<file path="src/hw/rtl/schematic_pixel_colorizer_assert.svh">
// Assertion macros used by the colorizer top level.
`ifndef SCHEMATIC_PIXEL_COLORIZER_ASSERT_SVH
`define SCHEMATIC_PIXEL_COLORIZER_ASSERT_SVH

// Same-cycle implication, sampled on clk, off while arst_n is low.
`define SCPC_ASSERT_NOW(label, ante, cons, msg) \
	label: assert property (@(posedge clk) disable iff (!arst_n) (ante) |-> (cons)) \
		else $error(msg);

// Next-cycle implication, sampled on clk, off while arst_n is low.
`define SCPC_ASSERT_NEXT(label, ante, cons, msg) \
	label: assert property (@(posedge clk) disable iff (!arst_n) (ante) |=> (cons)) \
		else $error(msg);

`endif

</file>
<file path="src/hw/rtl/scpc_pkg.sv">
// Shared types, constants and helper functions of the pixel colorizer.
`default_nettype none

package scpc_pkg;

	localparam int SCREEN_WIDTH_MAX = 4096;
	localparam int POS_W            = $clog2(SCREEN_WIDTH_MAX);
	localparam int COORD_W          = 25;
	localparam int ZOOM_W           = 3;
	localparam int ID_W             = 32;
	localparam int PW_W             = 8;
	localparam int CH_W             = 8;
	localparam int CFG_DATA_W       = 32;
	localparam int CFG_IDX_W        = 3;

	// World coordinate of a pixel span start: origin plus position scaled by up to 8.
	localparam int SPAN_W = POS_W + 3;
	localparam int LO_W   = ((COORD_W > SPAN_W) ? COORD_W : SPAN_W) + 1;

	// floor(u / 100) = (u * RECIP_100) >> RECIP_SHIFT, exact for u below 2**30.
	localparam int                 RECIP_SHIFT = 33;
	localparam int                 RECIP_W     = 27;
	localparam logic [RECIP_W-1:0] RECIP_100   = 27'd85899346;
	localparam int                 QUO_W       = LO_W - 6;
	localparam int                 RES_W       = 7;
	// Residue of 2**LO_W modulo 100, removed again for negative coordinates.
	localparam logic [RES_W-1:0]   WRAP_RES    = RES_W'((2 ** LO_W) % 100);
	localparam logic [RES_W-1:0]   MOD_HUNDRED = 7'd100;

	// Grid spacing and major pitch for the fine (zoom 1, 2) and coarse (zoom 4, 8) grids.
	localparam logic [5:0] SP_FINE    = 6'd10;
	localparam logic [5:0] SP_COARSE  = 6'd50;
	localparam logic [6:0] MAJ_FINE   = 7'd50;
	localparam logic [6:0] MAJ_COARSE = 7'd100;

	// Power ramp: level * 255 / 50 as one constant multiply.
	localparam logic [22:0]   RAMP_MUL = 23'd5347860;
	localparam logic [PW_W-1:0] PW_SAT  = 8'd100;
	localparam logic [PW_W-1:0] PW_KNEE = 8'd50;
	localparam logic [CH_W-1:0] CH_FULL = 8'hff;

	typedef enum logic [CFG_IDX_W-1:0] {
		REG_ORIGIN_X   = 3'd0,
		REG_ORIGIN_Y   = 3'd1,
		REG_ZOOM_LOG2  = 3'd2,
		REG_CLASS_MASK = 3'd3,
		REG_NET_TYPE   = 3'd4
	} cfg_reg_t;

	typedef enum logic [1:0] {
		GRID_NONE,
		GRID_MINOR,
		GRID_MAJOR
	} grid_kind_t;

	typedef struct packed {
		logic [CH_W-1:0] red;
		logic [CH_W-1:0] green;
		logic [CH_W-1:0] blue;
	} rgb_t;

	// Load strobes of the internal pipeline stages.
	typedef struct packed {
		logic ld_s2;
		logic ld_s3;
	} adv_t;

	localparam rgb_t RGB_MAGENTA = '{red: 8'hff, green: 8'h00, blue: 8'hff};
	localparam rgb_t RGB_BLACK   = '{red: 8'h00, green: 8'h00, blue: 8'h00};
	localparam rgb_t RGB_WHITE   = '{red: 8'hff, green: 8'hff, blue: 8'hff};
	localparam rgb_t RGB_MINOR   = '{red: 8'he0, green: 8'he0, blue: 8'hff};
	localparam rgb_t RGB_MAJOR   = '{red: 8'h80, green: 8'h80, blue: 8'hff};

	localparam logic [COORD_W-1:0] ORIGIN_RST     = '0;
	localparam logic [ZOOM_W-1:0]  ZOOM_RST       = 3'd6;
	localparam logic [ID_W-1:0]    CLASS_MASK_RST = 32'hff000000;
	localparam logic [ID_W-1:0]    NET_TYPE_RST   = 32'h80000000;

	// Channel value for a level of 0..50 along one ramp segment.
	function automatic logic [CH_W-1:0] ramp(input logic [5:0] lvl);
		logic [28:0] prod;
		prod = 29'(lvl) * 29'(RAMP_MUL);
		return prod[27:20];
	endfunction

	// Remainder by 10 of a value below 50.
	function automatic logic [3:0] mod10(input logic [5:0] v);
		logic [5:0] t;
		t = v;
		if (t >= 6'd40) begin
			t = t - 6'd40;
		end else if (t >= 6'd30) begin
			t = t - 6'd30;
		end else if (t >= 6'd20) begin
			t = t - 6'd20;
		end else if (t >= 6'd10) begin
			t = t - 6'd10;
		end
		return t[3:0];
	endfunction

endpackage

`default_nettype wire

</file>
<file path="src/hw/rtl/scpc_shade.sv">
// Final color choice: grid line classification for empty pixels.
`default_nettype none

module scpc_shade (
	input  wire logic [scpc_pkg::ZOOM_W-1:0]  zoom,
	input  wire logic [scpc_pkg::RES_W-1:0]   res_x,
	input  wire logic [scpc_pkg::RES_W-1:0]   res_y,
	input  wire logic                         empty,
	input  wire scpc_pkg::rgb_t               fill,
	output scpc_pkg::rgb_t                    color
);

	function automatic scpc_pkg::grid_kind_t axis_kind(input logic [6:0] r100,
		input logic [1:0] zsh);
		logic [5:0] r50;
		logic [5:0] m;
		logic [5:0] off;
		logic [5:0] sp;
		logic [6:0] base;
		logic [6:0] mjr;
		logic [7:0] sum;
		logic [3:0] zmax;
		r50 = (r100 >= 7'd50) ? 6'(r100 - 7'd50) : r100[5:0];
		if (!zsh[1]) begin
			m    = 6'(scpc_pkg::mod10(r50));
			base = 7'(r50);
			sp   = scpc_pkg::SP_FINE;
			mjr  = scpc_pkg::MAJ_FINE;
		end else begin
			m    = r50;
			base = r100;
			sp   = scpc_pkg::SP_COARSE;
			mjr  = scpc_pkg::MAJ_COARSE;
		end
		// Distance up to the next line; the span covers 2**zsh units.
		off  = (m == 6'd0) ? 6'd0 : sp - m;
		zmax = (4'd1 << zsh) - 4'd1;
		sum  = 8'(base) + 8'(off);
		if (off > 6'(zmax)) begin
			return scpc_pkg::GRID_NONE;
		end else if (sum == 8'd0 || sum == 8'(mjr)) begin
			return scpc_pkg::GRID_MAJOR;
		end
		return scpc_pkg::GRID_MINOR;
	endfunction

	scpc_pkg::grid_kind_t kind_x;
	scpc_pkg::grid_kind_t kind_y;
	scpc_pkg::grid_kind_t kind;

	assign kind_x = axis_kind(res_x, zoom[1:0]);
	assign kind_y = axis_kind(res_y, zoom[1:0]);

	// Vertical line wins at crossings; no grid at zoom 16 and beyond.
	always_comb begin
		kind = scpc_pkg::GRID_NONE;
		if (!zoom[2]) begin
			kind = (kind_x != scpc_pkg::GRID_NONE) ? kind_x : kind_y;
		end
	end

	always_comb begin
		color = fill;
		if (empty) begin
			case (kind)
				scpc_pkg::GRID_MINOR: color = scpc_pkg::RGB_MINOR;
				scpc_pkg::GRID_MAJOR: color = scpc_pkg::RGB_MAJOR;
				default:              color = scpc_pkg::RGB_WHITE;
			endcase
		end
	end

endmodule

`default_nettype wire

</file>
<file path="config.mk">
export PLATFORM = sky130hd
export DESIGN_NAME = scpc_shade
export DESIGN_NICKNAME = d
export VERILOG_FILES = /design/src/hw/rtl/schematic_pixel_colorizer_assert.svh /design/src/hw/rtl/scpc_pkg.sv /design/src/hw/rtl/scpc_shade.sv
export SDC_FILE = /design/constraint.sdc
export NUM_CORES = 1
export LEC_CHECK = 0
export ABC_AREA = 0
export BUFFER_PORTS_ARGS = -buffer_cell sky130_fd_sc_hd__buf_2
export CAP_MARGIN = 20
export CORE_UTILIZATION = 42
export DETAILED_ROUTE_END_ITERATION = 6
export PLACE_DENSITY = 0.73
export SLEW_MARGIN = 5
export SYNTH_ARGS = -nofsm -noshare
export SYNTH_HDL_FRONTEND = slang
export SYNTH_SLANG_ARGS = --single-unit
</file>
<file path="constraint.sdc">
create_clock -name vclk -period 18.58
set_input_delay 4.645 -clock vclk [all_inputs]
set_output_delay 4.645 -clock vclk [all_outputs]
set_load 0.05 [all_outputs]
</file>
==> impl_metrics.tcl, run 1 <==
set metrics [dict create \
    finalCriticalPeriod_ps 16330 \
    grt_use_met3 0.0152 \
    antenna_found_initial 0 \
    fin_util 0.490 \
    switching_power_mw 0.130 \
    first_global_vias 3249 \
    cts_setup_buffers 0 \
    synth_top_family_by_area "compound AO/OA/AOI/OAI gates" \
    synth.distinct_cells 88 \
    hold_ws_ps 9680 \
    yosys.area_share.simple 0.292 \
    antenna_left 0 \
    place_area_um2 3340 \
    finalSetupViolCount 0 \
    nFlopsAndLatches 0 \
    use_met1 0.319 \
    io_pins 66 \
    grt_overflow 0 \
    drv_slew 0 \
    rsz0062_at_grt "no" \
    critical_path_class "primary input to primary output" \
    cts_hold_buffers 0 \
    grt_max_degree 40 \
    synth-xor-area-share 0.0352 \
    hpwl_um 6750 \
    yosys_warnings 0 \
    crit_path_top_delay_cell "or4b_2" \
    syn2layout_area_growth_pct 12.1 \
    synth_area_leaders "ha_1 14%, a21oi_1 5.9%, inv_1 5.2%" \
    ir_drop_mv 0.0424 \
    drc 0 \
    dp_cells 581 \
    synth-adder-area-share 0.152 \
    core_area_um2 6830 \
    post_drt_wl_per_cell_um 14.5 \
    seq_area_frac_synth 0 \
    seqPwrFrac 0 \
    cp.arrival_ps 11680 \
    drt_wl_total_um 8440 \
    min_period_over_period 0.879 \
    fin_setup_tns_ps 0 \
    die_h_um 86.3 \
    powerDensity_nw_per_um2 62.3 \
    cp_max_fo 12 \
    end_kind "primary output" \
    synth.most_common_cell "inv_1" \
    instances_no_fill 582 \
    switching_share 0.623 \
    combPwrFrac 1.000 \
    cpLargestDelayFamily "simple AND/OR/NAND/NOR gates" \
    syn_nets 517 \
    total_leakage_power_nw 1.52 \
    fmax_mhz 61.2 \
    dieArea_um2 7450 \
    vias_per_cell 6.07 \
    place_congestion 0.964 \
    crit_buf_inv 7 \
    setup_ws_ps 2250 \
    fp.dieW_um 86.3 \
    yosys.area.top_type "ha_1" \
    final_layout_size_suffix_gt1_frac 0.228 \
    synth_commonest_cells "41 x inv_1, 35 x a21oi_1, 33 x ha_1, 33 x nand2_1, 30 x nor2_1" \
    synth_compound_area_frac 0.398 \
    max_slew_margin 0.528 \
    hold_path_class "primary input to primary output" \
    start_util 0.437 \
    internal_power_mw 0.0787 \
    use_met2 0.394 \
    design_area_um2 3350 \
    via_count 3535 \
    finalHoldViolCount 0 \
    dr.pass1.iters 5 \
    synth_mux_area_frac 0.0323 \
    critical-path-max-stage-delay_ps 690 \
    dp_slack_ps 2410 \
    syn_area_per_cell_um2 6.79 \
    synth_area_um2 2990 \
    drv_cap 0 \
    cts_resized 0 \
    cp.required_ps 13940 \
    yosysTopAreaCellShare 0.138 \
    status "complete, no violations" \
    port_buffers 66 \
    netlist_instances 440 \
    power.share.clock 0 \
    dr.first_iter.drc_count 231 \
    row_count 30 \
    p_total_mw 0.209 \
    tightest_slew_ps 688 \
    cp-start-kind "primary input" \
    grt_usage 0.229 \
    n_antenna_cell 0 \
    grt_pass1_wl_um 14500 \
    gr-max-usage-layer "met2" \
    nNetsFinal 565 \
    seqCellArea_um2 0 \
    nClkBuffers 0 \
]
## cells by family (layout without fill, tap and decap cells)
family          Yosys count  in the layout
compound gates          161            161
xor+xnor                 12             12
fa+ha+maj                35             35
simple gates            157            157
mux                       9              9
buf+inv                  66            112
## cell type report
class | count | area, um^2
Tap cell | 96 | 120
Multi-Input combinational cell | 374 | 2720
Timing Repair Buffer | 67 | 338
Inverter | 45 | 173
Fill cell | 711 | 3480
## power by group through the flow
| stage | registers [mW] | logic (mW) | clock network (mW) |
|---|---|---|---|
| 3_5_place_dp | 0 | 0.205 | 0 |
| 5_1_grt | 0 | 0.231 | 0 |
| 6_report | 0 | 0.209 | 0 |
| 4_1_cts | 0 | 0.206 | 0 |
| 2_1_floorplan | 0 | 0.164 | 0 |
| 3_3_place_gp | 0 | 0.200 | 0 |
## final timing paths
kind | startpoint | to | cells after the start | slack (ps)
worst min-delay path | fill[18] | color[18] | 4 | 9680
worst max-delay path | res_x[1] | color[10] | 33 | 2250
## worst min-delay path, delay by kind of cell
kind | cells | cell delay [ps]
buffers and inverters | 3 | 340
AOI/OAI and AO/OA | 1 | 60
## layer usage
| metal | wire [um] | up-vias | share of wire |
|---|---|---|---|
| met5 | 0 | - | 0 |
| met4 | 105 | 0 | 0.012 |
| met3 | 663 | 16 | 0.079 |
| met2 | 3840 | 173 | 0.45 |
| met1 | 3830 | 1604 | 0.45 |
| li1 | - | 1742 | - |
## cells in the final DEF (no fill, tap or decap), types with 5 or more instances in the layout
cell       n
nor2b_1    8
nor3_1     6
a31oi_1    6
inv_1     41
mux2i_1    6
o21a_1     7
a21oi_1   35
o21ai_0   29
xnor2_1    9
buf_2     66
a21o_1     8
or2_2     14
ha_1      33
nand2b_1  11
nor4_1     5
nor2_1    30
nand2_1   33
nand3_1   14
Note: power is estimated with default switching activity, not from simulation.
==> inputs of run 2 (changes only) <==
--- a/config.mk
+++ b/config.mk
@@ -8,6 +8,7 @@
 export ABC_AREA = 0
 export BUFFER_PORTS_ARGS = -buffer_cell sky130_fd_sc_hd__buf_2
 export CAP_MARGIN = 20
+export CORE_ASPECT_RATIO = 0.6
 export CORE_UTILIZATION = 42
 export DETAILED_ROUTE_END_ITERATION = 6
 export PLACE_DENSITY = 0.73
==> impl_metrics.tcl, run 2 (synthesized netlist as in run 1, its figures left out) <==
set metrics [dict create \
    status "complete, no violations" \
    port_buffers 66 \
    fmax_mhz 60.7 \
    grt_pass1_wl_um 14600 \
    nClkBuffers 0 \
    rsz0062_at_grt "no" \
    drv_slew 0 \
    vias_per_cell 6.26 \
    nFlopsAndLatches 0 \
    max_slew_margin 0.435 \
    layout.cells.most_common "buf_2" \
    grt_max_degree 40 \
    crit_top_cell "ha_1" \
    powerDensity_nw_per_um2 64.3 \
    antenna_found_initial 0 \
    fin_setup_tns_ps 0 \
    die_h_um 67.3 \
    hpwl_um 7200 \
    drt_wl_total_um 9000 \
    finalCriticalPeriod_ps 16480 \
    post_drt_wl_per_cell_um 15.7 \
    finalHoldViolCount 0 \
    place_congestion 0.956 \
    cts_resized 0 \
    dieArea_um2 7460 \
    cpLargestDelayFamily "compound AO/OA/AOI/OAI gates" \
    cts_hold_buffers 0 \
    cp.required_ps 13940 \
    fp.dieW_um 111 \
    cts_setup_buffers 0 \
    seqCellArea_um2 0 \
    core_area_um2 6760 \
    antenna_left 0 \
    cp-start-kind "primary input" \
    dr.first_iter.drc_count 309 \
    drc 0 \
    ir_drop_mv 0.0385 \
    via_count 3589 \
    grt_overflow 0 \
    row_count 23 \
    tightest_slew_ps 847 \
    critical_path_class "primary input to primary output" \
    drv_cap 0 \
    first_global_vias 3076 \
    total_leakage_power_nw 1.52 \
    hold_path_class "primary input to primary output" \
    end_kind "primary output" \
    start_util 0.442 \
    layout_common_cells "66 x buf_2, 41 x inv_1, 35 x a21oi_1" \
    n_antenna_cell 0 \
    cp_max_fo 12 \
    critical-path-max-stage-delay_ps 600 \
    crit_path_top_delay_cell "nor3_1" \
    io_pins 66 \
    dp_cells 573 \
    final_layout_size_suffix_gt1_frac 0.228 \
    nNetsFinal 565 \
    syn2layout_area_growth_pct 11.7 \
    dr.pass1.iters 5 \
    cp.arrival_ps 11840 \
    min_period_over_period 0.887 \
    instances_no_fill 573 \
    finalSetupViolCount 0 \
    grt_usage 0.232 \
    crit_buf_inv 5 \
]
==> run 2: cell counts in the layout (fill, tap and decap cells not counted) <==
No cell type changed its count.
==> run 2: area by class of cell <==
class                      instances  area (um^2)
fill                             631         3430
timing repair buffer              67          338
tap                               87          109
multi-input combinational        374         2720
inverter                          45          173
==> run 2: final timing paths <==
kind	start	slack (ps)	end	cells after the start
setup / recovery	res_x[1]	2100	color[16]	36
hold / removal	fill[9]	9680	color[9]	4
==> run 2: metrics by stage <==
stage	total power, mW	utilization	cell area [um^2]	hold WS (ps)	setup slack [ps]
after floorplan	0.164	-	2990	9530	3210
after global placement	0.203	0.493	3340	9670	2600
after detailed placement	0.209	0.493	3340	9680	2200
after CTS	0.210	0.493	3340	9680	2190
after global routing	0.235	0.493	3340	9690	1490
final	0.215	0.493	3340	9680	2100
==> run 2: routing by layer <==
layer  routed length [um]  track usage  up-vias
met4                   12       0.0117        0
met2                 3620        0.368      195
met5                    0            0        -
met1                 4550        0.351     1651
met3                  818       0.0224        2
li1                     -            -     1741
==> run 2: worst min-delay path, delay by kind of cell <==
| kind | cells | cell delay, ps |
|---|---|---|
| buf+inv | 3 | 320 |
| compound gates | 1 | 50 |
==> run 2: power breakdown <==
part	internal [mW]	switching (mW)
clock network	0	0
registers	0	0
logic	0.0793	0.135
