[config.mk]
export PLATFORM = sky130hd
export DESIGN_NAME = scpc_grid
export DESIGN_NICKNAME = d
export VERILOG_FILES = /design/src/hw/rtl/schematic_pixel_colorizer_assert.svh /design/src/hw/rtl/scpc_pkg.sv /design/src/hw/rtl/scpc_grid.sv
export SDC_FILE = /design/constraint.sdc
export NUM_CORES = 1
export LEC_CHECK = 0
export ABC_AREA = 1
export ABC_CLOCK_PERIOD_IN_PS = 10800
export CAP_MARGIN = 10
export CORE_ASPECT_RATIO = 0.9
export CORE_UTILIZATION = 65
export CTS_BUF_LIST = sky130_fd_sc_hd__clkbuf_8
export DETAILED_ROUTE_END_ITERATION = 6
export DONT_BUFFER_PORTS = 1
export PLACE_DENSITY = 0.81
export SYNTH_ARGS = -nofsm -noshare
export SYNTH_HDL_FRONTEND = slang
export SYNTH_SLANG_ARGS = --single-unit
[constraint.sdc]
create_clock -name clk -period 10.8 [get_ports clk]
set_input_delay 1.08 -clock clk [delete_from_list [all_inputs] [get_ports clk]]
set_output_delay 1.08 -clock clk [all_outputs]
set_load 0.01 [all_outputs]
[src/hw/rtl/schematic_pixel_colorizer_assert.svh]
// Assertion macros used by the colorizer top level.
`ifndef SCHEMATIC_PIXEL_COLORIZER_ASSERT_SVH
`define SCHEMATIC_PIXEL_COLORIZER_ASSERT_SVH

// Same-cycle implication, sampled on clk, off while arst_n is low.
`define SCPC_ASSERT_NOW(label, ante, cons, msg) \
	label: assert property (@(posedge clk) disable iff (!arst_n) (ante) |-> (cons)) \
		else $error(msg);

// Next-cycle implication, sampled on clk, off while arst_n is low.
`define SCPC_ASSERT_NEXT(label, ante, cons, msg) \
	label: assert property (@(posedge clk) disable iff (!arst_n) (ante) |=> (cons)) \
		else $error(msg);

`endif

[src/hw/rtl/scpc_pkg.sv]
// Shared types, constants and helper functions of the pixel colorizer.
`default_nettype none

package scpc_pkg;

	localparam int SCREEN_WIDTH_MAX = 4096;
	localparam int POS_W            = $clog2(SCREEN_WIDTH_MAX);
	localparam int COORD_W          = 25;
	localparam int ZOOM_W           = 3;
	localparam int ID_W             = 32;
	localparam int PW_W             = 8;
	localparam int CH_W             = 8;
	localparam int CFG_DATA_W       = 32;
	localparam int CFG_IDX_W        = 3;

	// World coordinate of a pixel span start: origin plus position scaled by up to 8.
	localparam int SPAN_W = POS_W + 3;
	localparam int LO_W   = ((COORD_W > SPAN_W) ? COORD_W : SPAN_W) + 1;

	// floor(u / 100) = (u * RECIP_100) >> RECIP_SHIFT, exact for u below 2**30.
	localparam int                 RECIP_SHIFT = 33;
	localparam int                 RECIP_W     = 27;
	localparam logic [RECIP_W-1:0] RECIP_100   = 27'd85899346;
	localparam int                 QUO_W       = LO_W - 6;
	localparam int                 RES_W       = 7;
	// Residue of 2**LO_W modulo 100, removed again for negative coordinates.
	localparam logic [RES_W-1:0]   WRAP_RES    = RES_W'((2 ** LO_W) % 100);
	localparam logic [RES_W-1:0]   MOD_HUNDRED = 7'd100;

	// Grid spacing and major pitch for the fine (zoom 1, 2) and coarse (zoom 4, 8) grids.
	localparam logic [5:0] SP_FINE    = 6'd10;
	localparam logic [5:0] SP_COARSE  = 6'd50;
	localparam logic [6:0] MAJ_FINE   = 7'd50;
	localparam logic [6:0] MAJ_COARSE = 7'd100;

	// Power ramp: level * 255 / 50 as one constant multiply.
	localparam logic [22:0]   RAMP_MUL = 23'd5347860;
	localparam logic [PW_W-1:0] PW_SAT  = 8'd100;
	localparam logic [PW_W-1:0] PW_KNEE = 8'd50;
	localparam logic [CH_W-1:0] CH_FULL = 8'hff;

	typedef enum logic [CFG_IDX_W-1:0] {
		REG_ORIGIN_X   = 3'd0,
		REG_ORIGIN_Y   = 3'd1,
		REG_ZOOM_LOG2  = 3'd2,
		REG_CLASS_MASK = 3'd3,
		REG_NET_TYPE   = 3'd4
	} cfg_reg_t;

	typedef enum logic [1:0] {
		GRID_NONE,
		GRID_MINOR,
		GRID_MAJOR
	} grid_kind_t;

	typedef struct packed {
		logic [CH_W-1:0] red;
		logic [CH_W-1:0] green;
		logic [CH_W-1:0] blue;
	} rgb_t;

	// Load strobes of the internal pipeline stages.
	typedef struct packed {
		logic ld_s2;
		logic ld_s3;
	} adv_t;

	localparam rgb_t RGB_MAGENTA = '{red: 8'hff, green: 8'h00, blue: 8'hff};
	localparam rgb_t RGB_BLACK   = '{red: 8'h00, green: 8'h00, blue: 8'h00};
	localparam rgb_t RGB_WHITE   = '{red: 8'hff, green: 8'hff, blue: 8'hff};
	localparam rgb_t RGB_MINOR   = '{red: 8'he0, green: 8'he0, blue: 8'hff};
	localparam rgb_t RGB_MAJOR   = '{red: 8'h80, green: 8'h80, blue: 8'hff};

	localparam logic [COORD_W-1:0] ORIGIN_RST     = '0;
	localparam logic [ZOOM_W-1:0]  ZOOM_RST       = 3'd6;
	localparam logic [ID_W-1:0]    CLASS_MASK_RST = 32'hff000000;
	localparam logic [ID_W-1:0]    NET_TYPE_RST   = 32'h80000000;

	// Channel value for a level of 0..50 along one ramp segment.
	function automatic logic [CH_W-1:0] ramp(input logic [5:0] lvl);
		logic [28:0] prod;
		prod = 29'(lvl) * 29'(RAMP_MUL);
		return prod[27:20];
	endfunction

	// Remainder by 10 of a value below 50.
	function automatic logic [3:0] mod10(input logic [5:0] v);
		logic [5:0] t;
		t = v;
		if (t >= 6'd40) begin
			t = t - 6'd40;
		end else if (t >= 6'd30) begin
			t = t - 6'd30;
		end else if (t >= 6'd20) begin
			t = t - 6'd20;
		end else if (t >= 6'd10) begin
			t = t - 6'd10;
		end
		return t[3:0];
	endfunction

endpackage

`default_nettype wire

[src/hw/rtl/scpc_grid.sv]
// One grid axis: world coordinate of the pixel span and its residue modulo 100.
`default_nettype none

module scpc_grid (
	input  wire logic                                 clk,
	input  wire logic signed [scpc_pkg::COORD_W-1:0]  origin,
	input  wire logic [1:0]                           zoom_sh,
	input  wire logic [scpc_pkg::POS_W-1:0]           pos_s1,
	input  wire scpc_pkg::adv_t                       adv,
	output logic [scpc_pkg::RES_W-1:0]                residue
);

	localparam int LO_W   = scpc_pkg::LO_W;
	localparam int PROD_W = LO_W + scpc_pkg::RECIP_W;
	localparam int RES_W  = scpc_pkg::RES_W;

	logic [LO_W-1:0]        span_c;
	logic [LO_W-1:0]        lo_c;
	logic [LO_W-1:0]        lo_s2;
	logic [PROD_W-1:0]      prod_c;
	logic [RES_W-1:0]       quo_s3;
	logic [RES_W-1:0]       low_s3;
	logic                   neg_s3;
	logic [2*RES_W-1:0]     quo100;
	logic [RES_W-1:0]       raw_res;

	// Span start: origin plus column (or row) times the zoom factor.
	assign span_c = LO_W'(pos_s1) << zoom_sh;
	assign lo_c   = LO_W'(origin) + span_c;

	always_ff @(posedge clk) begin
		if (adv.ld_s2) begin
			lo_s2 <= lo_c;
		end
	end

	// Quotient by 100 of the unsigned bit pattern; only its low bits matter afterward.
	assign prod_c = PROD_W'(lo_s2) * PROD_W'(scpc_pkg::RECIP_100);

	always_ff @(posedge clk) begin
		if (adv.ld_s3) begin
			quo_s3 <= prod_c[scpc_pkg::RECIP_SHIFT +: RES_W];
			low_s3 <= lo_s2[RES_W-1:0];
			neg_s3 <= lo_s2[LO_W-1];
		end
	end

	// Remainder fits in seven bits, so seven-bit arithmetic is exact.
	assign quo100  = (2*RES_W)'(quo_s3) * (2*RES_W)'(scpc_pkg::MOD_HUNDRED);
	assign raw_res = low_s3 - quo100[RES_W-1:0];

	// Negative coordinate: drop the 2**LO_W bias, wrapping inside 0..99.
	always_comb begin
		residue = raw_res;
		if (neg_s3) begin
			if (raw_res >= scpc_pkg::WRAP_RES) begin
				residue = raw_res - scpc_pkg::WRAP_RES;
			end else begin
				residue = raw_res + (scpc_pkg::MOD_HUNDRED - scpc_pkg::WRAP_RES);
			end
		end
	end

endmodule

`default_nettype wire

==> results.yml, run 1 <==
outcome:
  status: "completed"
cells_and_area:
  fin_nets: 1881
  area_growth_pct: 3.33
  num_antenna_cells: 0
  drive_above_1_share_pct: 1.70
  fillers: 1470
place:
  place.gp.congestion: 0.980
  dp_slack_ns: 4.74
  dpl.hpwl_mm: 26.0
  portBuffers: 0
worst_setup_path:
  required_ns: 10.90
  crit_path_start_kind: "flop"
  reg2reg_from: "lo_s2[8]$_DFFE_PP_"
  cp-end-kind: "flop"
  arrival_ns: 6.14
  startpoint: "lo_s2[8]$_DFFE_PP_"
  r2r-end: "quo_s3[2]$_DFFE_PP_"
  rrSetupSlack_ns: 4.76
  critPathKind: "flop to flop"
  path_max_fanout: 9
  cp-endpoint: "quo_s3[2]$_DFFE_PP_"
  ff2ff_path_depth: 21
worst_hold_path:
  min_path_cells: 0
  min-delay-start: "lo_s2[2]$_DFFE_PP_"
  min_path_type: "flop to flop"
floorplan:
  rows: 46
  io_pins: 49
  dieArea_mm2: 0.0192
  die_x_um: 146
  initial_core_util_pct: 67.6
  die_h_um: 131
  core_mm2: 0.0179
global_routing:
  grt_pass1_vias: 9376
  grt_pass1_wl_mm: 48.0
  grt_max_degree: 27
  track_usage_pct: 33.1
  antenna_found_initial: 1
  grt_overflow: 0
clock_tree:
  cts.sinks: 39
  cts_setup_buffers: 0
  clkLatencyLatePin_ns: 0.34
  cts_made_buffers: 5
  postCtsResizedCells: 0
  clock_path_buffers: 2
  cts_tree: "built"
  postCtsHoldBufs: 0
  root_buffer: "clkbuf_8"
  clkTransAtPathRegs_ns: 0.10
  ctsHtreeMaxLevel: 2
sta:
  finalCriticalPeriod_ns: 6.04
  final.setup.tns_ns: 0
  fin_crit_sh_pct: 55.9
  drv_slew: 0
  hold_viol: 0
  clock.fmax_ghz: 0.166
  holdWs_ns: 0.691
  grt_setup_unrepaired: "no"
  slew_headroom_pct: 57.5
  setup_viol: 0
  worst_slack_ns: 4.76
  skew_ns: 0.0194
  tightest_slew_ns: 0.637
synth:
  synthArstFlopShare_pct: 0
  syn-cell-area_mm2: 0.0121
  synth_cells: 1412
  ys_seq_elements: 39
  avgSynthCellArea_um2: 8.57
  ys_seq_area_share_pct: 9.68
  ys_types: 38
  synth_top_flop_cell: "edfxtp_1"
  ys.warnings.count: 0
  synth_edf_count: 39
  syn_nets: 1881
detailed_routing:
  vias_per_cell: 5.35
  drcViolationCount: 0
  dr.first_iter.drc_count: 501
  dr.pass1.iters: 4
  finalWirelength_mm: 29.3
  ant_nets: 0
  vias: 8846
  routedWlPerCell_um: 17.7
run:
  cap_violations: 0
==> cell usage in the layout, fill, tap and decap left out, drive strengths merged, types with 2 or more instances in the layout <==
cell and instances:
inv 470, ha 235, nand2 207, fa 192
a21oi 50, nor2 49, edfxtp 39, o21ai 36
nand3 36, xor2 19, xnor2 12, nand4 10
mux2i 9, nor3 9, a21o 7, clkbuf 5
nor4 5, a31oi 4, nand3b 4, o21bai 4
o21a 3, a21boi 3, bufinv 2
==> metrics by stage <==
stage	area, µm²	util, %	instances
detailed placement	12400	69.1	1645
global route	12500	69.8	1653
finish	12500	69.8	1653
global placement	12400	69.1	1645
floorplan	12100	-	1412
CTS	12500	69.8	1653
==> routing by layer <==
metal	track usage [%]	up-vias	wire, µm	share of wire, %
met4	11.2	0	968	3.3
met3	7.78	56	2250	7.7
met1	43.1	4256	12600	43
met2	54.3	274	13500	46
li1	-	4260	-	-
met5	0	-	0	0
==> critical path: stages, from the launching register on <==
cell and delay, ns:
edfxtp_1 0.65, ha_1 0.48, inv_1 0.08, fa_1 0.54
inv_1 0.07, fa_1 0.50, inv_1 0.05, fa_1 0.48
inv_1 0.05, fa_1 0.51, fa_1 0.55, inv_1 0.06
fa_1 0.53, inv_1 0.04, ha_1 0.31, nand2_1 0.11
inv_1 0.10, nand4_1 0.15, o21ai_0 0.26, a21oi_1 0.12
nand3_1 0.10, nand2_1 0.05
==> layout make-up <==
class / instances / area [µm²] / area share (%)
Clock inverter: 3 / 71.3 / 0.571
Multi-Input combinational cell: 897 / 9130 / 73.0
Sequential cell: 39 / 1170 / 9.37
Clock buffer: 5 / 68.8 / 0.550
Inverter: 469 / 1760 / 14.1
Tap cell: 240 / 300 / 2.40
==> worst min path at each step <==
stage and end:
6_report low_s3[2]$_DFFE_PP_, 5_1_grt low_s3[2]$_DFFE_PP_, 4_1_cts low_s3[2]$_DFFE_PP_, 3_5_place_dp low_s3[2]$_DFFE_PP_, 3_3_place_gp low_s3[2]$_DFFE_PP_, 2_1_floorplan neg_s3$_DFFE_PP_
==> logic make-up (layout without fill, tap and decap cells) <==
logic type                 Yosys count  count (layout)  share of synthesized area, %
AOI/OAI and AO/OA                  108             108                          5.07
xor gates and xnor gates            31              31                          2.24
adders and majority gates          427             427                          56.1
buffers and inverters              476             477                          14.9
DFF                                 39              39                          9.68
muxes                                9               9                         0.745
and+or+nand+nor                    322             322                          11.3
==> sequential cells by signal, summed over array words and instances, names as in the netlist <==
| signal | flops |
|---|---|
| quo_s3 | 5 |
| neg_s3 | 1 |
| lo_s2 | 26 |
| low_s3 | 7 |
==> synth_stat cells, types with 2 or more instances <==
cell      count  area (µm²)
a21o_1        7        52.6
a21oi_1      50         250
a31oi_1       4        25.0
buf_2         3        15.0
buf_4         2        15.0
clkbuf_1      2        7.51
edfxtp_1     39        1170
fa_1        192        3840
ha_1        235        2940
inv_1       468        1760
mux2i_1       9        90.1
nand2_1     200         751
nand2_2       6        37.5
nand3_1      35         175
nand3b_1      3        22.5
nand4_1      10        62.6
nor2_1       48         180
nor3_1        8        40.0
nor4_1        4        25.0
o21a_1        3        22.5
o21ai_0      36         180
o21bai_1      3        22.5
xnor2_1      12         105
xor2_1       19         166
Power of run 1 is not shown: default switching activity piles up to over one toggle a cycle in this logic, so the estimate is an artifact.
==> run 2, diff against run 1 <==
Settings changed: ABC_AREA 1 to 0, ABC_CLOCK_PERIOD_IN_PS 10800 to 5500, CORE_UTILIZATION 65 to 62.
Clock period 10.8 ns to 5.5 ns, I/O delays scaled along.
==> results.yml, run 2 <==
worst_setup_path:
  reg2reg_from: "lo_s2[7]$_DFFE_PP_"
  critPathKind: "flop to flop"
  required_ns: 5.58
  arrival_ns: 6.10
  path_max_fanout: 5
  cp-end-kind: "flop"
  startpoint: "lo_s2[7]$_DFFE_PP_"
  crit_path_start_kind: "flop"
floorplan:
  rows: 46
  core_mm2: 0.0176
  die_h_um: 129
  dieArea_mm2: 0.0186
  io_pins: 49
  die_x_um: 144
  initial_core_util_pct: 63.5
clock_tree:
  cts.sinks: 39
  clkLatencyLatePin_ns: 0.33
  cts_made_buffers: 5
  root_buffer: "clkbuf_8"
  clock_path_buffers: 2
  clkTransAtPathRegs_ns: 0.10
  postCtsHoldBufs: 0
  ctsHtreeMaxLevel: 2
  cts_tree: "built"
cells_and_area:
  num_antenna_cells: 0
  fin_util_pct: 73.1
  drive_above_1_share_pct: 15.4
  largest_reg_flops: 26
  multi_input_area_mm2: 0.00894
  design_area_mm2: 0.0129
  top_register: "lo_s2"
  fin_nets: 1697
  fillers: 1226
  reg.largest.list: "lo_s2 x26, low_s3 x7, quo_s3 x5"
  area_growth_pct: 15.2
  regArea_mm2: 0.00117
  layout_commonest_cell: "inv_1"
  final_cell_mix: "373 x inv_1, 207 x ha_1, 186 x fa_1"
outcome:
  violations: "negative setup slack"
  status: "finished with violations"
sta:
  tightest_slew_ns: 0.883
  hold_viol: 0
  drv_slew: 0
  clock.fmax_ghz: 0.166
  grt_setup_unrepaired: "yes"
  worst_slack_ns: -0.524
  skew_ns: 0.0198
  fin_crit_sh_pct: 110
  finalCriticalPeriod_ns: 6.02
  setup_viol: 5
  slew_headroom_pct: 40.5
synth:
  ys_types: 44
  synthArstFlopShare_pct: 0
  synthTopCellsByArea: "fa_1 34%, ha_1 26%, inv_1 13%"
  ys.warnings.count: 0
  netlist.area_leader.share_pct: 34.4
  avgSynthCellArea_um2: 10.0
  ys_seq_area_share_pct: 10.5
  synth_common_cells: "390 x inv_1, 235 x ha_1, 192 x fa_1, 43 x xnor2_1, 39 x edfxtp_1"
  synth_top_area_cell: "fa_1"
  synth_top_flop_cell: "edfxtp_1"
  synth_cells: 1116
  syn-cell-area_mm2: 0.0112
  syn_nets: 1585
  synth.most_common_cell: "inv_1"
  ys_seq_elements: 39
  synth_edf_count: 39
place:
  place.gp.congestion: 0.930
  placed_area_mm2: 0.0124
  dpl.hpwl_mm: 23.9
  portBuffers: 0
global_routing:
  antenna_found_initial: 2
  track_usage_pct: 32.4
  grt_pass1_vias: 8786
  grt_pass1_wl_mm: 43.7
  grt_max_degree: 27
  grt_overflow: 0
detailed_routing:
  routedWlPerCell_um: 18.9
  dr.pass1.iters: 5
  vias_per_cell: 5.32
  finalWirelength_mm: 27.8
  vias: 7817
  ant_nets: 0
  dr.first_iter.drc_count: 444
  drcViolationCount: 0
worst_hold_path:
  min-delay-start: "adv[0]"
  min_path_type: "input port to flop"
run:
  cap_violations: 0
==> run 2: changes by cell type after synthesis, sizes merged, moves of 18 or more <==
cell	previous run	this run
nand3	36	10
o21ai	36	18
xnor2	12	43
nor2	49	11
inv	469	390
nand2	207	18
==> run 2: per-stage QoR <==
stage	std cells	setup WS, ns	hold WS (ns)	TNS, ns
6_report	1469	-0.524	0.325	-2.02
2_1_floorplan	1116	-0.257	0.554	-0.737
3_3_place_gp	1448	-0.400	0.664	-1.43
3_5_place_dp	1448	-0.511	0.664	-1.78
5_1_grt	1469	-0.724	0.317	-2.94
4_1_cts	1463	-0.494	0.318	-1.72
==> run 2: cells by family after synthesis <==
family / Yosys count / synth area share (%)
mux: 19 / 1.72
xor+xnor: 57 / 4.46
buf+inv: 397 / 13.4
compound gates: 99 / 5.71
fa+ha+maj: 427 / 60.7
simple gates: 78 / 3.58
flops: 39 / 10.5
==> run 2: routing by layer <==
layer | vias to the layer above | wire length, µm | track usage, %
li1 | 3671 | - | -
met1 | 3853 | 11300 | 38.8
met2 | 221 | 13500 | 55.7
met3 | 70 | 1860 | 8.43
met4 | 2 | 1100 | 12.9
met5 | - | 69 | 2.89
==> run 2: path summary, 6_finish.rpt <==
path | slack [ns] | endpoint | cells past startpoint
setup reg to reg | -0.52 | quo_s3[3]$_DFFE_PP_ | 21
hold / removal | 0.33 | quo_s3[0]$_DFFE_PP_ | 0
hold reg to reg | 0.71 | neg_s3$_DFFE_PP_ | 1
setup / recovery | -0.52 | quo_s3[3]$_DFFE_PP_ | 21
==> run 2: timing repair <==
| item | 4_1_cts | 5_1_grt |
|---|---|---|
| endpoints found under the setup margin | 5 | 5 |
| pin swaps | 14 | 17 |
| buffers inserted | 7 | 6 |
| resized for setup | 18 | 31 |
==> run 2: final cells by class <==
class | instances | area share [%]
clock buffer | 5 | 0.534
clock inverter | 3 | 0.330
inverter | 390 | 11.4
multi-input combinational | 680 | 69.4
sequential | 39 | 9.09
tap | 240 | 2.33
timing repair buffer | 112 | 6.91
==> run 2: critical path: stages (launching register included) <==
cell      delay, ns
edfxtp_1       0.53
ha_4           0.34
inv_1          0.05
fa_1           0.52
inv_1          0.06
fa_2           0.36
fa_1           0.47
fa_1           0.51
fa_1           0.56
inv_1          0.06
fa_1           0.53
inv_1          0.05
ha_1           0.33
buf_4          0.15
and3_1         0.17
o21ai_1        0.14
o211a_1        0.17
o21a_1         0.19
nor4b_4        0.25
buf_4          0.15
nor3_2         0.03
xnor2_1        0.14
Power of run 2 is left out for the same reason.
==> run 3, diff against run 2 <==
Settings changed: CELL_PAD_IN_SITES_DETAIL_PLACEMENT set to 1, CELL_PAD_IN_SITES_GLOBAL_PLACEMENT set to 2, CORE_UTILIZATION 62 to 40, PLACE_DENSITY 0.81 to unset, PLACE_DENSITY_LB_ADDON set to 0.1, SETUP_SLACK_MARGIN set to 0.05.
==> results.yml, run 3 (synthesis results as in run 2) <==
floorplan:
  initial_core_util_pct: 41.0
  rows: 57
  io_pins: 49
  die_x_um: 178
  die_h_um: 161
  core_mm2: 0.0272
  dieArea_mm2: 0.0286
global_routing:
  grt_max_degree: 27
  grt_pass1_vias: 8819
  grt_overflow: 0
  track_usage_pct: 23.8
  antenna_found_initial: 0
  grt_pass1_wl_mm: 49.6
outcome:
  violations: "negative setup slack"
  status: "finished with violations"
worst_setup_path:
  critPathKind: "flop to flop"
  crit_path_start_kind: "flop"
  ff2ff_path_depth: 20
  rrSetupSlack_ns: -0.46
  reg2reg_from: "lo_s2[9]$_DFFE_PP_"
  crit_family: "adder cells"
  arrival_ns: 6.03
  path_max_fanout: 4
  slowest_stage: "fa_1"
  crit_buf_inv: 5
  crit_top_cell: "fa_1"
  r2r-end: "quo_s3[4]$_DFFE_PP_"
  cp-end-kind: "flop"
  required_ns: 5.57
  crit_chain: "buf_6 > fa_1 > ha_1 > inv_1 > fa_1 > inv_1 > fa_1 > fa_1 > fa_1 > inv_1 > fa_1 > inv_1 > ha_4 > and4_4 > nand3_4 > or3_4 > a2111oi_4 > nor4b_4 > o41ai_2 > xnor2_1"
  critPathMaxStageDelay_ns: 0.53
worst_hold_path:
  min_path_type: "input port to flop"
  min_path_cells: 0
  min-delay-start: "adv[0]"
  min_to: "low_s3[0]$_DFFE_PP_"
cells_and_area:
  reg.largest.list: "lo_s2 x26, low_s3 x7, quo_s3 x5"
  fin_nets: 1720
  fin_util_pct: 49.3
  largest_reg_flops: 26
  top_register: "lo_s2"
  fillers: 3059
  drive_above_1_share_pct: 19.3
  area_growth_pct: 20.0
  final_cell_mix: "365 x inv_1, 195 x ha_1, 179 x fa_1"
  layout_commonest_cell: "inv_1"
  num_antenna_cells: 0
clock_tree:
  clkTransAtPathRegs_ns: 0.11
  ctsHtreeMaxLevel: 2
  postCtsHoldBufs: 0
  cts_made_buffers: 5
  cts.sinks: 39
  root_buffer: "clkbuf_8"
  clock_path_buffers: 2
  clkLatencyLatePin_ns: 0.33
  cts_tree: "built"
detailed_routing:
  routedWlPerCell_um: 19.7
  drcViolationCount: 0
  vias: 7727
  vias_per_cell: 4.81
  dr.first_iter.drc_count: 187
  dr.pass1.iters: 4
  ant_nets: 0
  finalWirelength_mm: 31.6
place:
  place.gp.congestion: 0.859
  dpl.hpwl_mm: 28.7
  portBuffers: 0
sta:
  slew_headroom_pct: 48.3
  final.setup.tns_ns: -1.50
  worst_slack_ns: -0.460
  clock.fmax_ghz: 0.168
  setup_viol: 4
  finalCriticalPeriod_ns: 5.96
  grt_setup_unrepaired: "yes"
  fin_crit_sh_pct: 108
  skew_ns: 0.0139
  tightest_slew_ns: 0.771
  drv_slew: 0
  hold_viol: 0
run:
  cap_violations: 0
[run 3: area by class of cell]
| type | instances | area [µm²] | area share (%) |
|---|---|---|---|
| clock buffer | 5 | 68.8 | 0.513 |
| clock inverter | 3 | 46.3 | 0.345 |
| sequential | 39 | 1170 | 8.72 |
| inverter | 390 | 1470 | 11.0 |
| tap | 354 | 443 | 3.30 |
| multi-input combinational | 680 | 9100 | 67.8 |
| timing repair buffer | 135 | 1130 | 8.40 |
[run 3: repair_timing]
action | CTS | global route
endpoints found under the hold margin | 0 | 0
resized for setup | 49 | 37
endpoints found under the setup margin | 5 | 5
buffers inserted | 10 | 10
pin swaps | 35 | 39
[run 3: worst max-delay path by stage]
stage | slack, ns | end | cells after the start | startpoint
2_1_floorplan | -0.26 | quo_s3[4]$_DFFE_PP_ | 19 | lo_s2[12]$_DFFE_PP_
3_3_place_gp | -0.47 | quo_s3[4]$_DFFE_PP_ | 20 | lo_s2[12]$_DFFE_PP_
3_5_place_dp | -0.55 | quo_s3[4]$_DFFE_PP_ | 20 | lo_s2[9]$_DFFE_PP_
4_1_cts | -0.47 | quo_s3[4]$_DFFE_PP_ | 20 | lo_s2[9]$_DFFE_PP_
5_1_grt | -0.65 | quo_s3[4]$_DFFE_PP_ | 20 | lo_s2[13]$_DFFE_PP_
6_report | -0.46 | quo_s3[4]$_DFFE_PP_ | 20 | lo_s2[9]$_DFFE_PP_
[run 3: stage by stage]
stage                     setup WS (ns)  cells  cell area (µm²)  hold slack, ns
after floorplan                  -0.257   1116            11400           0.554
after CTS                        -0.468   1596            13200           0.319
after detailed placement         -0.552   1578            12700           0.664
after global routing             -0.648   1606            13400           0.312
after global placement           -0.466   1578            12700           0.664
final                            -0.460   1606            13400           0.324
[run 3: layer usage]
| metal | up-vias | share of wire, % | track usage (%) |
|---|---|---|---|
| li1 | 3713 | - | - |
| met2 | 87 | 48 | 40.4 |
| met5 | - | 0 | 0 |
| met1 | 3905 | 48 | 33.0 |
| met3 | 22 | 2.8 | 2.39 |
| met4 | 0 | 1.5 | 3.97 |
Power of run 3 is left out for the same reason.
